### config.mk
export PLATFORM = sky130hd
export DESIGN_NAME = msu_ctrl
export DESIGN_NICKNAME = d
export VERILOG_FILES = /design/src/rtl/msu_pkg.sv /design/src/rtl/msu_ctrl.sv
export SDC_FILE = /design/constraint.sdc
export NUM_CORES = 1
export LEC_CHECK = 0
export BUFFER_PORTS_ARGS = -buffer_cell sky130_fd_sc_hd__buf_2
export CORE_ASPECT_RATIO = 0.5
export CORE_UTILIZATION = 29
export CTS_CLUSTER_DIAMETER = 40
export DETAILED_ROUTE_END_ITERATION = 16
export GPL_TIMING_DRIVEN = 0
export PLACE_DENSITY_LB_ADDON = 0.3
export SYNTH_ARGS = -nofsm -noshare
export SYNTH_HDL_FRONTEND = slang
export SYNTH_SLANG_ARGS = --single-unit
### constraint.sdc
create_clock -name clk -period 3.8 [get_ports clk]
set_input_delay 0 -clock clk [delete_from_list [all_inputs] [get_ports clk]]
set_output_delay 0 -clock clk [all_outputs]
set_load 0.02 [all_outputs]
### src/rtl/msu_pkg.sv
`default_nettype none
package msu_pkg;

	localparam int ATOM_COUNT    = 1024;
	localparam int ATOM_W        = 10;
	localparam int MAX_NEIGHBORS = 16;
	localparam int SLOT_W        = 4;
	localparam int MAT_W         = 4;
	localparam int CPL_DEPTH     = 144;
	localparam int CPL_AW        = 8;
	localparam int NB_DEPTH      = ATOM_COUNT * MAX_NEIGHBORS;
	localparam int NB_AW         = ATOM_W + SLOT_W;
	localparam int NCNT_W        = 5;
	localparam int EXP_SIZE      = 256;
	localparam int DRAIN_CYCLES  = 4;
	localparam logic [63:0] EXP_RATIO = 64'd4034748382;

	localparam logic [2:0] MODE_CPL   = 3'd0;
	localparam logic [2:0] MODE_ATOM  = 3'd1;
	localparam logic [2:0] MODE_NB    = 3'd2;
	localparam logic [2:0] MODE_TRIAL = 3'd3;
	localparam logic [2:0] MODE_READ  = 3'd4;
	localparam logic [2:0] MODE_CLEAR = 3'd5;

	localparam logic [3:0] SLOT_CPL_LAST  = 4'd8;
	localparam logic [3:0] SLOT_SPIN_LAST = 4'd2;
	localparam logic [3:0] SLOT_ANI_FIRST = 4'd3;
	localparam logic [3:0] SLOT_ANI_LAST  = 4'd5;
	localparam logic [3:0] SLOT_NCNT      = 4'd6;

	typedef logic [EXP_SIZE-1:0][15:0] exp_tab_t;

	typedef struct packed {
		logic [2:0]  mode;
		logic [9:0]  atom_index;
		logic [3:0]  slot_index;
		logic [9:0]  link_index;
		logic [3:0]  matrix_index;
		logic [15:0] value;
		logic [15:0] prop_x;
		logic [15:0] prop_y;
		logic [15:0] prop_z;
		logic [15:0] uniform;
	} msu_item_t;

	typedef struct packed {
		logic [15:0] spin_x;
		logic [15:0] spin_y;
		logic [15:0] spin_z;
		logic        accepted;
		logic [31:0] energy_delta;
		logic [31:0] flip_count;
	} msu_result_t;

	typedef struct packed {
		logic              take;
		logic              exec;
		logic              clr_wr;
		logic [ATOM_W-1:0] clr_addr;
		logic              self_rd;
		logic              trial_lat;
		logic              nb_rd;
		logic [SLOT_W-1:0] nb_slot;
		logic              link_rd;
		logic              link_lat;
		logic              inject;
		logic              aniso;
		logic [3:0]        k;
		logic              q_calc;
		logic              div_init;
		logic              div_step;
		logic [2:0]        div_bit;
		logic              decide;
		logic              commit;
		logic              out_load;
	} msu_cmd_t;

	typedef struct packed {
		logic [2:0]        mode;
		logic [NCNT_W-1:0] n;
		logic              need_div;
		logic              too_big;
		logic              out_free;
	} msu_stat_t;

	// exp(-x/16) in Q0.16, built from a repeated Q0.32 product with rounding.
	function automatic exp_tab_t exp_build();
		logic [63:0] acc;
		logic [63:0] e;
		exp_tab_t    t;
		acc = 64'd1 << 32;
		for (int i = 0; i < EXP_SIZE; i++) begin
			e = (acc + 64'h8000) >> 16;
			t[i] = (e > 64'd65535) ? 16'hFFFF : e[15:0];
			acc = (acc * EXP_RATIO + 64'h8000_0000) >> 32;
		end
		return t;
	endfunction

	localparam exp_tab_t EXP_TABLE = exp_build();

	// Column and row of a row-major 3x3 element.
	function automatic logic [1:0] el_col(input logic [3:0] k);
		case (k)
			4'd1, 4'd4, 4'd7: el_col = 2'd1;
			4'd2, 4'd5, 4'd8: el_col = 2'd2;
			default:          el_col = 2'd0;
		endcase
	endfunction

	function automatic logic [1:0] el_row(input logic [3:0] k);
		case (k)
			4'd3, 4'd4, 4'd5: el_row = 2'd1;
			4'd6, 4'd7, 4'd8: el_row = 2'd2;
			default:          el_row = 2'd0;
		endcase
	endfunction

endpackage
`default_nettype wire

### src/rtl/msu_ctrl.sv
`default_nettype none
module msu_ctrl (
	input  logic               clk,
	input  logic               arst_n,
	input  logic               in_valid,
	output logic               in_ready,
	input  msu_pkg::msu_stat_t stat,
	output msu_pkg::msu_cmd_t  cmd
);
	import msu_pkg::*;

	localparam logic [4:0] S_CLR    = 5'd0;
	localparam logic [4:0] S_IDLE   = 5'd1;
	localparam logic [4:0] S_EXEC   = 5'd2;
	localparam logic [4:0] S_T_RD   = 5'd3;
	localparam logic [4:0] S_T_LAT  = 5'd4;
	localparam logic [4:0] S_AN     = 5'd5;
	localparam logic [4:0] S_DRN    = 5'd6;
	localparam logic [4:0] S_NB_RD  = 5'd7;
	localparam logic [4:0] S_NB_WT  = 5'd8;
	localparam logic [4:0] S_EL     = 5'd9;
	localparam logic [4:0] S_Q      = 5'd10;
	localparam logic [4:0] S_CHK    = 5'd11;
	localparam logic [4:0] S_DIV    = 5'd12;
	localparam logic [4:0] S_DEC    = 5'd13;
	localparam logic [4:0] S_COMMIT = 5'd14;
	localparam logic [4:0] S_RD     = 5'd15;
	localparam logic [4:0] S_OUT    = 5'd16;

	logic [4:0] state_q, state_d;
	logic [3:0] k_q, k_d;
	logic [NCNT_W-1:0] j_q, j_d;
	logic [1:0] dr_q, dr_d;
	logic [2:0] b_q, b_d;
	logic [ATOM_W-1:0] clr_q, clr_d;

	always_ff @(posedge clk or negedge arst_n) begin
		if (!arst_n) begin
			state_q <= S_CLR;
			k_q     <= '0;
			j_q     <= '0;
			dr_q    <= '0;
			b_q     <= '0;
			clr_q   <= '0;
		end else begin
			state_q <= state_d;
			k_q     <= k_d;
			j_q     <= j_d;
			dr_q    <= dr_d;
			b_q     <= b_d;
			clr_q   <= clr_d;
		end
	end

	always_comb begin
		state_d      = state_q;
		k_d          = k_q;
		j_d          = j_q;
		dr_d         = dr_q;
		b_d          = b_q;
		clr_d        = clr_q;
		cmd          = '0;
		cmd.clr_addr = clr_q;
		cmd.nb_slot  = j_q[SLOT_W-1:0];
		cmd.k        = k_q;
		cmd.div_bit  = b_q;
		in_ready     = 1'b0;
		unique case (state_q)
			S_CLR: begin
				cmd.clr_wr = 1'b1;
				clr_d = clr_q + 1'b1;
				if (clr_q == ATOM_W'(ATOM_COUNT - 1))
					state_d = S_IDLE;
			end
			S_IDLE: begin
				in_ready = 1'b1;
				if (in_valid) begin
					cmd.take = 1'b1;
					state_d = S_EXEC;
				end
			end
			S_EXEC: begin
				cmd.exec = 1'b1;
				state_d = (stat.mode == MODE_TRIAL) ? S_T_RD : S_RD;
			end
			S_T_RD: begin
				cmd.self_rd = 1'b1;
				state_d = S_T_LAT;
			end
			S_T_LAT: begin
				cmd.trial_lat = 1'b1;
				k_d = '0;
				j_d = '0;
				state_d = S_AN;
			end
			S_AN: begin
				cmd.inject = 1'b1;
				cmd.aniso = 1'b1;
				k_d = k_q + 1'b1;
				if (k_q == 4'd2) begin
					k_d = '0;
					dr_d = '0;
					state_d = S_DRN;
				end
			end
			S_DRN: begin
				dr_d = dr_q + 1'b1;
				if (dr_q == 2'(DRAIN_CYCLES - 1))
					state_d = (j_q == stat.n) ? S_Q : S_NB_RD;
			end
			S_NB_RD: begin
				cmd.nb_rd = 1'b1;
				state_d = S_NB_WT;
			end
			S_NB_WT: begin
				cmd.link_rd = 1'b1;
				state_d = S_EL;
			end
			S_EL: begin
				cmd.inject = 1'b1;
				cmd.link_lat = (k_q == '0);
				k_d = k_q + 1'b1;
				if (k_q == SLOT_CPL_LAST) begin
					k_d = '0;
					j_d = j_q + 1'b1;
					dr_d = '0;
					state_d = S_DRN;
				end
			end
			S_Q: begin
				cmd.q_calc = 1'b1;
				state_d = S_CHK;
			end
			S_CHK: begin
				if (stat.need_div && !stat.too_big) begin
					cmd.div_init = 1'b1;
					b_d = 3'd7;
					state_d = S_DIV;
				end else begin
					state_d = S_DEC;
				end
			end
			S_DIV: begin
				cmd.div_step = 1'b1;
				b_d = b_q - 1'b1;
				if (b_q == '0)
					state_d = S_DEC;
			end
			S_DEC: begin
				cmd.decide = 1'b1;
				state_d = S_COMMIT;
			end
			S_COMMIT: begin
				cmd.commit = 1'b1;
				state_d = S_RD;
			end
			S_RD: begin
				cmd.self_rd = 1'b1;
				state_d = S_OUT;
			end
			S_OUT: begin
				if (stat.out_free) begin
					cmd.out_load = 1'b1;
					state_d = S_IDLE;
				end
			end
			default: begin
				state_d = S_IDLE;
			end
		endcase
	end

endmodule
`default_nettype wire

## After elaboration in Yosys (flattened, before gate mapping)

Index checks and enable logic that the tools add are counted.

| operators by class | value |
|---|---|
| multiplexer cells | 41 |
| eq/ne operators | 30 |
| $add $sub $neg | 5 |
| reduce and logical (&&, ||, !) cells | 15 |

Operators by type and width:

| operator | count |
|---|---|
| 5-bit one-hot mux with 17 select lines | 1 |
| 5-bit by 4-bit == test with 1-bit output (second input constant) | 8 |
| 5-bit 2-to-1 mux | 8 |
| 1-bit 2-to-1 mux | 21 |
| 5-bit by 3-bit == test with 1-bit output (second input constant) | 4 |
| 4-bit 2-to-1 mux | 4 |
| 2-bit inequality test (second input constant) | 8 |
| 4-bit one-hot mux with 3 select lines | 1 |
| 10-bit by 1-bit adder with 10-bit output (second input constant) | 1 |
| 10-bit == test (second input constant) | 1 |
| 5-bit by 2-bit == test with 1-bit output (second input constant) | 2 |
| 5-bit one-hot mux with 2 select lines | 1 |
| 7-bit AND reduction | 1 |
| 2-bit one-hot mux with 3 select lines | 1 |
| 3-bit one-hot mux with 2 select lines | 1 |
| 3-bit nonzero test | 2 |
| 5-bit by 1-bit adder with 5-bit output (second input constant) | 1 |
| 5-bit by 1-bit == test with 1-bit output (second input constant) | 1 |
| 5-bit == test | 1 |
| 5-bit == test (second input constant) | 1 |
| 5-bit zero test | 1 |
| 4-bit by 1-bit adder with 4-bit output (second input constant) | 1 |
| 4-bit by 2-bit == test with 1-bit output (second input constant) | 1 |
| 4-bit == test (second input constant) | 1 |
| other kinds (14) | 18 |

| storage, ports and cells | value |
|---|---|
| word-level logic and storage cells | 97 |
| input port bits | 14 |
| flip-flop bits (word level) | 29 |

## Longest topological paths before layout

Gate-level depths: netlist of the first run.

| depth | value |
|---|---|
| depth in word-level cells | 4 |
| gate-level depth with buffers | 8 |
| depth with buffers taken out | 7 |

## Least setup slack after synthesis of the first run

Ideal clock, no wire load.

| timing path | value |
|---|---|
| path kind | reg2reg |
| from | reg k_q[0] |
| to | reg state_q[2] |
| data required time | 3.675 ns |
| cell stages (with the launch flop) | 8 |
| setup time | 0.125 ns |
| path slack | 1.633 ns |
| path buffers | 0 |
| data arrival time | 2.042 ns |
| path through | dfrtp_1 > inv_1 > ha_1 > or3b_4 > a22oi_4 > a21oi_2 > or3b_4 > mux2_4 |

| on the way | value |
|---|---|
| longest elaborated chain between the ends | 3 |
| elaborated cells on any way between the ends | 5 |

RTL lines:

| what | line | source |
|---|---|---|
| start: declaration | msu_ctrl.sv:31 | `logic [3:0] k_q, k_d;` |
| start signal: assignment | msu_ctrl.sv:47 | `k_q <= k_d;` |
| 4-bit == test or 4-bit by 2-bit == test with 1-bit output (tied branches) | msu_ctrl.sv:123, msu_ctrl.sv:100 |  |
| 2-bit inequality test (no line) | n/a |  |
| 7-bit AND reduction (no line) (*) | n/a |  |
| end signal: assignment | msu_ctrl.sv:46 | `state_q <= state_d;` |
| end: declaration | msu_ctrl.sv:30 | `logic [4:0] state_q, state_d;` |

Every way passes the cells marked *; elsewhere a longest branch is shown, timed or not.
A chain may end at the register's enable or synchronous reset.

## Final worst setup path of the first run

| timing path | value |
|---|---|
| from | reg k_q[0] |
| to | reg state_q[3] |

The elaborated chain is that of the path after synthesis.

==> results of run 1 <==
[worst min-delay path by stage]
| stage | slack, ns | endpoint | from | cells after the start |
|---|---|---|---|---|
| 3_5_place_dp | 0.08 | j_q[2]$_DFFE_PN0P_ | arst_n | 1 |
| 2_1_floorplan | -0.30 | b_q[0]$_DFFE_PN0P_ | arst_n | 0 |
| 6_report | 0.17 | state_q[0]$_DFFE_PN0P_ | in_valid | 4 |
| 3_3_place_gp | 0.07 | j_q[2]$_DFFE_PN0P_ | arst_n | 1 |
| 4_1_cts | 0.17 | state_q[0]$_DFFE_PN0P_ | in_valid | 4 |
| 5_1_grt | 0.19 | state_q[0]$_DFFE_PN0P_ | in_valid | 4 |
[cell type report]
| cell class | instances | area [um^2] | share of cell area |
|---|---|---|---|
| plain buffers | 13 | 104 | 0.0423 |
| well taps | 88 | 110 | 0.0448 |
| multi-input cells | 153 | 1080 | 0.439 |
| repair buffers | 52 | 265 | 0.108 |
| inverters | 8 | 30.0 | 0.0122 |
| flip-flops and latches | 29 | 726 | 0.295 |
| clock buffers | 7 | 143 | 0.0581 |
[power groups by stage]
stage          sequential (uW)  combinational (uW)  clock, uW
6_report                   481                1040        377
2_1_floorplan              527                 739          0
5_1_grt                    498                1150        401
3_3_place_gp               482                1030          0
3_5_place_dp               487                1040          0
4_1_cts                    483                1050        386
[state kept, by name, summed over array words and instances (netlist names)]
signal   cells
dr_q         2
clr_q       10
b_q          3
j_q          5
state_q      5
k_q          4
[synth_stat cells, drive strengths merged (3+ instances only)]
cell and n:
o22ai 3, clkbuf 5, nand3 6, or3 3, mux2 3, buf 8, nor3 11, nor2 27
dfrtp 29, or3b 4, a21oi 7, nand2 9, o21ai 6, nand4 6, ha 8, inv 8
xor2 10, a22o 3, nand3b 3, nand2b 6, xnor2 7
[through the flow]
step | power [uW] | worst slack [ns]
after floorplan | 1270 | 1.63
after global placement | 1510 | 1.63
after detailed placement | 1530 | 1.61
after CTS | 1920 | 1.61
after global routing | 2040 | 1.53
final | 1900 | 1.62
[logic make-up after synthesis]
group,count (synthesis)
xor gates and xnor gates,17
AOI/OAI and AO/OA,34
muxes,4
DFF,29
adders and majority gates,8
buffers and inverters,21
and+or+nand+nor,90
[worst reg2reg max path, delay by kind of cell, from the launching register on]
kind	cells	cell delay (ns)
DFF	1	0.41
AOI/OAI and AO/OA	2	0.26
muxes	1	0.31
buffers and inverters	1	0.12
adders and majority gates	1	0.14
and+or+nand+nor	2	0.81
[metal layers]
metal | wire length (um) | share of wire | track usage | vias to the layer above
li1 | - | - | - | 833
met5 | 0 | 0 | 0 | -
met3 | 143 | 0.032 | 0.0324 | 0
met1 | 2180 | 0.49 | 0.167 | 813
met2 | 2140 | 0.48 | 0.218 | 28
met4 | 0 | 0 | 0.0330 | 0
==> results.yml, run 1 <==
synthesis:
  synth_top_area_frac: 0.374
  synth_top_family_by_area: "simple AND/OR/NAND/NOR gates"
  synth-compound-area-share: 0.131
  yosys_warnings: 0
  postSynth.asyncResetShare: 1.00
  yosys.area_share.xor_xnor: 0.0768
  synthSimpleGateAreaFrac: 0.270
  synth_fp_nets: 225
  synth_cell_type_count: 58
  synth.ff_latch_count: 29
  synth-edff-count: 0
  ys_top_cells_by_area: "dfrtp_1 37%, ha_1 5.2%, nor2_1 4.8%"
  seq_area_frac_synth: 0.374
  netlist_instances: 203
  post-synth-top-area-cell: "dfrtp_1"
  synth_mux_area_frac: 0.0265
  synth-main-ff-cell: "dfrtp_1"
  syn-cell-area_um2: 1940
  syn_area_per_cell_um2: 9.55
  synthAdderAreaFrac: 0.0516
final_layout:
  antennaDiodeCount: 0
  area_growth_pct: 26.7
  drive_above_1_share: 0.328
  fin_util: 0.393
  mostFrequentLayoutCells: "52 x buf_2, 29 x dfrtp_1, 25 x nor2_1"
  fin_nets: 284
  finalInstanceArea_um2: 2460
  layout_commonest_cell: "buf_2"
  fin_cells: 350
  fillers: 627
pwr:
  intPower_uw: 1100
  power.share.clock: 0.199
  p_per_area_nw_per_um2: 773
  power_frac_seq: 0.253
  peakVddDrop_v: 0.000230
  p_switching_uw: 801
  netSwitchingFraction: 0.422
  pwr-share-comb: 0.548
  power_leakage_uw: 0.00121
cts:
  root_buffer: "clkbuf_16"
  cts.sinks: 29
  cts_setup_buffers: 0
  htreeDepth: 2
  path_clk_slew_ns: 0.05
  cts-resized-gates: 0
  holdBufCountCts: 1
  cts_buffers: 5
  cts_tree: "yes"
  clock_latency_ns: 0.27
  clockBufferDepth: 2
timing:
  finalHoldViolCount: 0
  hold_slack_ns: 0.165
  setup_tns_ns: 0
  setup_viol: 0
  period_needed_ns: 2.18
  fmax_mhz: 459
  skew_ns: 0.00318
  worstMarginPinSlew_ns: 0.670
  fin_crit_sh: 0.573
  slew_violations: 0
  slew_headroom: 0.553
  rsz0062_at_grt: "false"
worst_setup_path:
  path_depth: 7
  worstSetupStartpoint: "k_q[0]$_DFFE_PN0P_"
  cpMaxStageDelayCell: "or3b_4"
  path_max_fanout: 5
  critical_path_required_ns: 3.95
  reg2reg_to: "state_q[3]$_DFFE_PN0P_"
  worstSetupPathType: "flop to flop"
  critPathMaxStageDelay_ns: 0.43
  ff2ff_path_depth: 7
  reg2reg_from: "k_q[0]$_DFFE_PN0P_"
  path_cells: "inv_1, ha_1, or3b_4, a22oi_4, a21oi_2, or3b_4, mux2_4"
  worstPathArrival_ns: 2.33
  crit_end: "state_q[3]$_DFFE_PN0P_"
  r2r_slack_ns: 1.62
  critPathTopFamily: "simple AND/OR/NAND/NOR gates"
  critPathBufInv: 1
  endpoint_kind: "flop"
  cp-start-kind: "flop"
  path_common_cell: "or3b_4"
place:
  dpl.cell_count: 342
  dp.final_hpwl_um: 3340
  portBuffers: 51
  gp_congestion: 0.802
  place_area_um2: 2300
floorplanning:
  dieArea_um2: 7030
  start_util: 0.310
  fp.dieH_um: 59.8
  die_w_um: 118
  rows: 20
  fp.coreArea_um2: 6260
  io_pins: 52
route:
  wl_per_cell_um: 12.7
  drc: 0
  dr.pass1.iters: 4
  routed_via_density: 4.78
  vias: 1674
  drt_wl_total_um: 4460
  first_iter_violations: 56
  final_antenna_net_count: 0
global_route:
  grt_start_max_net_pins: 30
  grt_pass1_wl_um: 7200
  grt.total_usage: 0.129
  grt_pass1_vias: 1554
  grt.overflow.total: 0
  antenna_found_initial: 0
worst_hold_path:
  hp-class: "input port to flop"
run:
  drv_cap: 0
outcome:
  status: "complete, no violations"
Note: power is estimated with default switching activity, not from simulation.
==> run 2, diff against run 1 <==
ABC_AREA = 1   (was not set)
clock period = 2.25 ns   (was 3.8 ns; I/O delays follow)
==> results.yml, run 2 <==
cts:
  cts_buffers: 5
  holdBufCountCts: 1
  clockBufferDepth: 2
  root_buffer: "clkbuf_16"
  htreeDepth: 2
  cts.sinks: 29
  path_clk_slew_ns: 0.05
  cts-resized-gates: 0
  clock_latency_ns: 0.27
  cts_tree: "yes"
  cts_setup_buffers: 0
worst_setup_path:
  ff2ff_path_depth: 11
  critical_path_required_ns: 2.25
  critPathBufInv: 3
  path_max_fanout: 7
  path_depth: 6
  worstPathArrival_ns: 1.61
  critPathMaxStageDelay_ns: 0.41
  worstSetupPathType: "flop to primary output"
  path_cells: "inv_2, nand2_1, nor2_1, nand2_1, inv_1, buf_2"
  cp-start-kind: "flop"
  cpMaxStageDelayCell: "dfrtp_1"
  endpoint_kind: "primary output"
  path_common_cell: "nand2_1"
  critPathTopFamily: "simple AND/OR/NAND/NOR gates"
pwr:
  netSwitchingFraction: 0.471
  p_per_area_nw_per_um2: 1270
  power.share.clock: 0.201
  peakVddDrop_v: 0.000408
  power_frac_seq: 0.279
  p_switching_uw: 1500
  power_leakage_uw: 0.00144
  intPower_uw: 1680
  pwr-share-comb: 0.520
worst_hold_path:
  whs_path_depth: 4
  hp-class: "input port to flop"
global_route:
  grt_pass1_wl_um: 7510
  use_met2: 0.223
  grt_start_max_net_pins: 30
  grt.total_usage: 0.133
  antenna_found_initial: 0
  grt_use_met1: 0.173
  grt_pass1_vias: 1669
  met3_usage: 0.0414
  grt.overflow.total: 0
  top_usage_layer: "met2"
synthesis:
  synth_fp_nets: 284
  yosysMostFrequentCell: "nand2_1"
  postSynth.asyncResetShare: 1.00
  syn-cell-area_um2: 2000
  synth_top_area_frac: 0.364
  post-synth-top-area-cell: "dfrtp_1"
  yosys_warnings: 0
  ys_top_cells_by_area: "dfrtp_1 36%, nand2_1 12%, inv_1 6.4%"
  synth-edff-count: 0
  syn_area_per_cell_um2: 7.62
  synth_cell_type_count: 28
  ys_top_cells_by_count: "64 x nand2_1, 34 x inv_1, 29 x dfrtp_1"
  synth-main-ff-cell: "dfrtp_1"
  netlist_instances: 262
  synth.ff_latch_count: 29
  seq_area_frac_synth: 0.364
timing:
  fin_crit_sh: 0.714
  layout_setup_ws_ns: 0.643
  worstMarginPinSlew_ns: 0.668
  finalHoldViolCount: 0
  hold_slack_ns: 0.0436
  slew_headroom: 0.555
  setup_tns_ns: 0
  setup_viol: 0
  slew_violations: 0
  period_needed_ns: 1.61
  rsz0062_at_grt: "false"
  skew_ns: 0.00246
  fmax_mhz: 622
final_layout:
  multi_input_area_um2: 1060
  antennaDiodeCount: 0
  drive_above_1_share: 0.305
  regArea_um2: 726
  fillers: 710
  regMostFlops: "clr_q"
  layout_commonest_cell: "nand2_1"
  fin_util: 0.395
  finalInstanceArea_um2: 2510
  largest_register_ffs: 10
  reg.largest.list: "clr_q x10, j_q x5, state_q x5"
  mostFrequentLayoutCells: "64 x nand2_1, 51 x buf_2, 34 x inv_1"
  area_growth_pct: 26.0
  fin_nets: 343
place:
  dp.final_hpwl_um: 3560
  place_area_um2: 2360
  place_ws_ns: 0.677
  gp_congestion: 0.877
  portBuffers: 51
floorplanning:
  fp.dieH_um: 60.7
  start_util: 0.314
  dieArea_um2: 7240
  io_pins: 52
  fp.coreArea_um2: 6360
  die_w_um: 119
  rows: 20
outcome:
  status: "complete, no violations"
route:
  dr.pass1.iters: 4
  routed_via_density: 4.42
  drc: 0
  vias: 1808
  first_iter_violations: 77
  wl_per_cell_um: 10.9
  final_antenna_net_count: 0
  drt_wl_total_um: 4460
run:
  drv_cap: 0
run 2: cell count changes after synthesis, moves of 4 or more:
cell / previous run / this run
inv_2: 0 / 9
nand2_2: 0 / 7
nor2_2: 0 / 5
nand3_1: 6 / 21
nand2b_1: 6 / 0
nand2_1: 9 / 64
o21ai_1: 0 / 4
nor3_1: 11 / 1
inv_1: 8 / 34
run 2: cell type report:
cell class / count / area share
Multi-Input combinational cell: 183 / 0.422
Sequential cell: 29 / 0.289
Timing Repair Buffer: 52 / 0.106
Inverter: 46 / 0.0717
Clock buffer: 7 / 0.0567
Tap cell: 88 / 0.0438
Buffer: 4 / 0.0119
run 2: per-stage QoR:
step	power (uW)	cells
after global placement	2530	401
after detailed placement	2570	401
after floorplan	2120	262
after global routing	3470	409
after CTS	3230	409
final	3190	409
run 2: worst min-delay path: stages:
cell     delay (ns)
buf_2          0.07
inv_1          0.04
nand4_1        0.10
nand2_1        0.06
run 2: final timing paths:
path / start / end / slack [ns]
min in group asynchronous: arst_n / clr_q[3]$_DFFE_PN0N_ / 0.32
worst max-delay path: state_q[4]$_DFFE_PN0P_ / cmd[22] / 0.64
worst min-delay path: stat[0] / state_q[4]$_DFFE_PN0P_ / 0.04
worst max register to register: state_q[4]$_DFFE_PN0P_ / state_q[2]$_DFFE_PN0P_ / 0.67
worst min register to register: dr_q[0]$_DFFE_PN0P_ / dr_q[0]$_DFFE_PN0P_ / 0.48
max in group asynchronous: arst_n / dr_q[0]$_DFFE_PN0P_ / 1.49
run 2: cells by family after synthesis:
| family | Yosys count | share of synthesized area |
|---|---|---|
| xor gates and xnor gates | 16 | 0.0702 |
| adders and majority gates | 8 | 0.0502 |
| buffers and inverters | 50 | 0.105 |
| and+or+nand+nor | 142 | 0.359 |
| AOI/OAI and AO/OA | 17 | 0.0514 |
| DFF | 29 | 0.364 |
run 2: power groups by stage:
stage	Sequential [uW]	Clock (uW)	Combinational, uW
after detailed placement	895	0	1670
after floorplan	973	0	1140
after global routing	920	685	1860
after CTS	889	662	1680
final	889	642	1660
after global placement	881	0	1650
run 2: routing by layer:
layer / part of all wire / vias up
li1: - / 936
met1: 0.50 / 838
met2: 0.45 / 32
met3: 0.043 / 2
met4: 0.0038 / 0
met5: 0 / -
==> run 3, diff against run 2 <==
ABC_AREA = 0   (was 1)
clock period = 1.6 ns   (was 2.25 ns; I/O delays follow)
==> results.yml, run 3 (synthesized netlist as in run 1, its figures left out) <==
outcome:
  status: "finished, violations left"
  violations: "negative setup slack"
cts:
  root_buffer: "clkbuf_16"
  htreeDepth: 2
  cts_tree: "yes"
  cts.sinks: 29
  cts_buffers: 5
  clock_latency_ns: 0.28
  path_clk_slew_ns: 0.05
  clockBufferDepth: 2
timing:
  slew_headroom: 0.566
  finalHoldViolCount: 0
  layout_setup_ws_ns: -0.439
  period_needed_ns: 2.04
  slew_violations: 0
  fin_crit_sh: 1.27
  setup_viol: 20
  fmax_mhz: 490
  rsz0062_at_grt: "true"
  worstMarginPinSlew_ns: 0.652
  skew_ns: 0.00209
final_layout:
  fin_nets: 303
  antennaDiodeCount: 0
  regMostFlops: "clr_q"
  drive_above_1_share: 0.457
  layout_commonest_cell: "buf_2"
  mostFrequentLayoutCells: "52 x buf_2, 27 x dfrtp_1, 20 x nor2_1"
  regArea_um2: 728
  area_growth_pct: 43.9
  reg.largest.list: "clr_q x10, j_q x5, state_q x5"
  multi_input_area_um2: 1190
  largest_register_ffs: 10
  fillers: 632
global_route:
  grt_pass1_vias: 1673
  antenna_found_initial: 0
  grt_pass1_wl_um: 7830
  grt_start_max_net_pins: 30
  grt.overflow.total: 0
  grt.total_usage: 0.142
floorplanning:
  die_w_um: 118
  io_pins: 52
  fp.dieH_um: 59.8
  dieArea_um2: 7030
  rows: 20
  start_util: 0.310
  fp.coreArea_um2: 6260
worst_setup_path:
  worstPathArrival_ns: 2.20
  critPathBufInv: 1
  cpMaxStageDelayCell: "or3b_4"
  ff2ff_path_depth: 7
  path_common_cell: "or3b_4"
  path_depth: 7
  critical_path_required_ns: 1.76
  critPathMaxStageDelay_ns: 0.41
  path_cells: "inv_2, ha_1, or3b_4, a22oi_4, a21oi_2, or3b_4, mux2_4"
  r2r_slack_ns: -0.44
  worstSetupPathType: "flop to flop"
  endpoint_kind: "flop"
  path_max_fanout: 3
  critPathTopFamily: "simple AND/OR/NAND/NOR gates"
  cp-start-kind: "flop"
pwr:
  pwr-share-comb: 0.586
  p_per_area_nw_per_um2: 1960
  power.share.clock: 0.202
  intPower_uw: 3250
  power_uw: 5460
  power_frac_seq: 0.212
  power_leakage_uw: 0.00135
  peakVddDrop_v: 0.000528
  netSwitchingFraction: 0.406
  p_switching_uw: 2220
place:
  dp.final_hpwl_um: 3460
  place_ws_ns: -0.558
  gp_congestion: 0.841
  portBuffers: 51
route:
  first_iter_violations: 79
  vias: 1799
  routed_via_density: 4.86
  drt_wl_total_um: 4960
  drc: 0
  dr.pass1.iters: 4
  wl_per_cell_um: 13.4
  final_antenna_net_count: 0
worst_hold_path:
  whs_path_depth: 4
  hp-class: "input port to flop"
run:
  drv_cap: 0
[run 3: changes by cell type in the layout (fill, tap and decap cells not counted), moves of 7 or more]
cell     change
buf_4       +15
buf_6        +9
inv_1       -27
inv_2        -8
nand2_1     -55
nand2_2      -7
nand3_1     -16
nor3_1       +8
[run 3: per-stage QoR]
stage,TNS (ns),std cells,hold slack (ns),cell area (um^2),util
2_1_floorplan,-1.80,203,-0.296,1980,-
4_1_cts,-2.41,365,0.163,2730,0.436
3_5_place_dp,-3.20,342,0.0725,2340,0.374
6_report,-2.60,370,0.171,2790,0.446
5_1_grt,-4.64,370,0.199,2790,0.446
3_3_place_gp,-2.73,342,0.0690,2340,0.374
[run 3: layout make-up]
type,count,area share
inverter,8,0.0108
clock inverter,2,0.0135
multi-input combinational,153,0.428
clock buffer,6,0.0498
tap,88,0.0395
timing repair buffer,72,0.156
sequential,29,0.261
buffer,12,0.0413
[run 3: metal layers]
metal | wire [um] | vias to the layer above | share of wire | global-route usage
li1 | - | 868 | - | -
met1 | 2280 | 862 | 0.46 | 0.177
met2 | 2410 | 48 | 0.49 | 0.238
met3 | 132 | 21 | 0.027 | 0.0286
met4 | 130 | 0 | 0.026 | 0.0769
met5 | 0 | - | 0 | 0
[run 3: power by group through the flow]
stage / logic [uW] / clock network, uW / registers (uW)
after floorplan: 1810 / 0 / 1270
after global placement: 2500 / 0 / 1160
after detailed placement: 2530 / 0 / 1180
after CTS: 2970 / 1120 / 1160
after global routing: 3460 / 1150 / 1200
final: 3200 / 1110 / 1160
[run 3: worst reg2reg max path: cells and delay by family, from the launching register on]
family / cells / cell delay, ns
compound gates: 2 / 0.23
fa+ha+maj: 1 / 0.13
mux: 1 / 0.31
simple gates: 2 / 0.79
flops: 1 / 0.40
buf+inv: 1 / 0.06
[run 3: final timing paths]
check / start / endpoint
worst max-delay path: k_q[0]$_DFFE_PN0P_ / state_q[2]$_DFFE_PN0P_
worst min-delay path: stat[0] / state_q[4]$_DFFE_PN0P_
worst max register to register: k_q[0]$_DFFE_PN0P_ / state_q[2]$_DFFE_PN0P_
worst min register to register: clr_q[9]$_DFFE_PN0N_ / clr_q[9]$_DFFE_PN0N_
max in group asynchronous: arst_n / k_q[1]$_DFFE_PN0P_
min in group asynchronous: arst_n / j_q[4]$_DFFE_PN0P_
[run 3: timing repair]
action                     CTS  global route
hold endpoints to repair    29             0
pin swaps                   10             8
gates cloned                 0             1
setup endpoints to repair   28            34
buffers inserted            14             5
gates resized for setup     22            14
hold buffers                 1             0
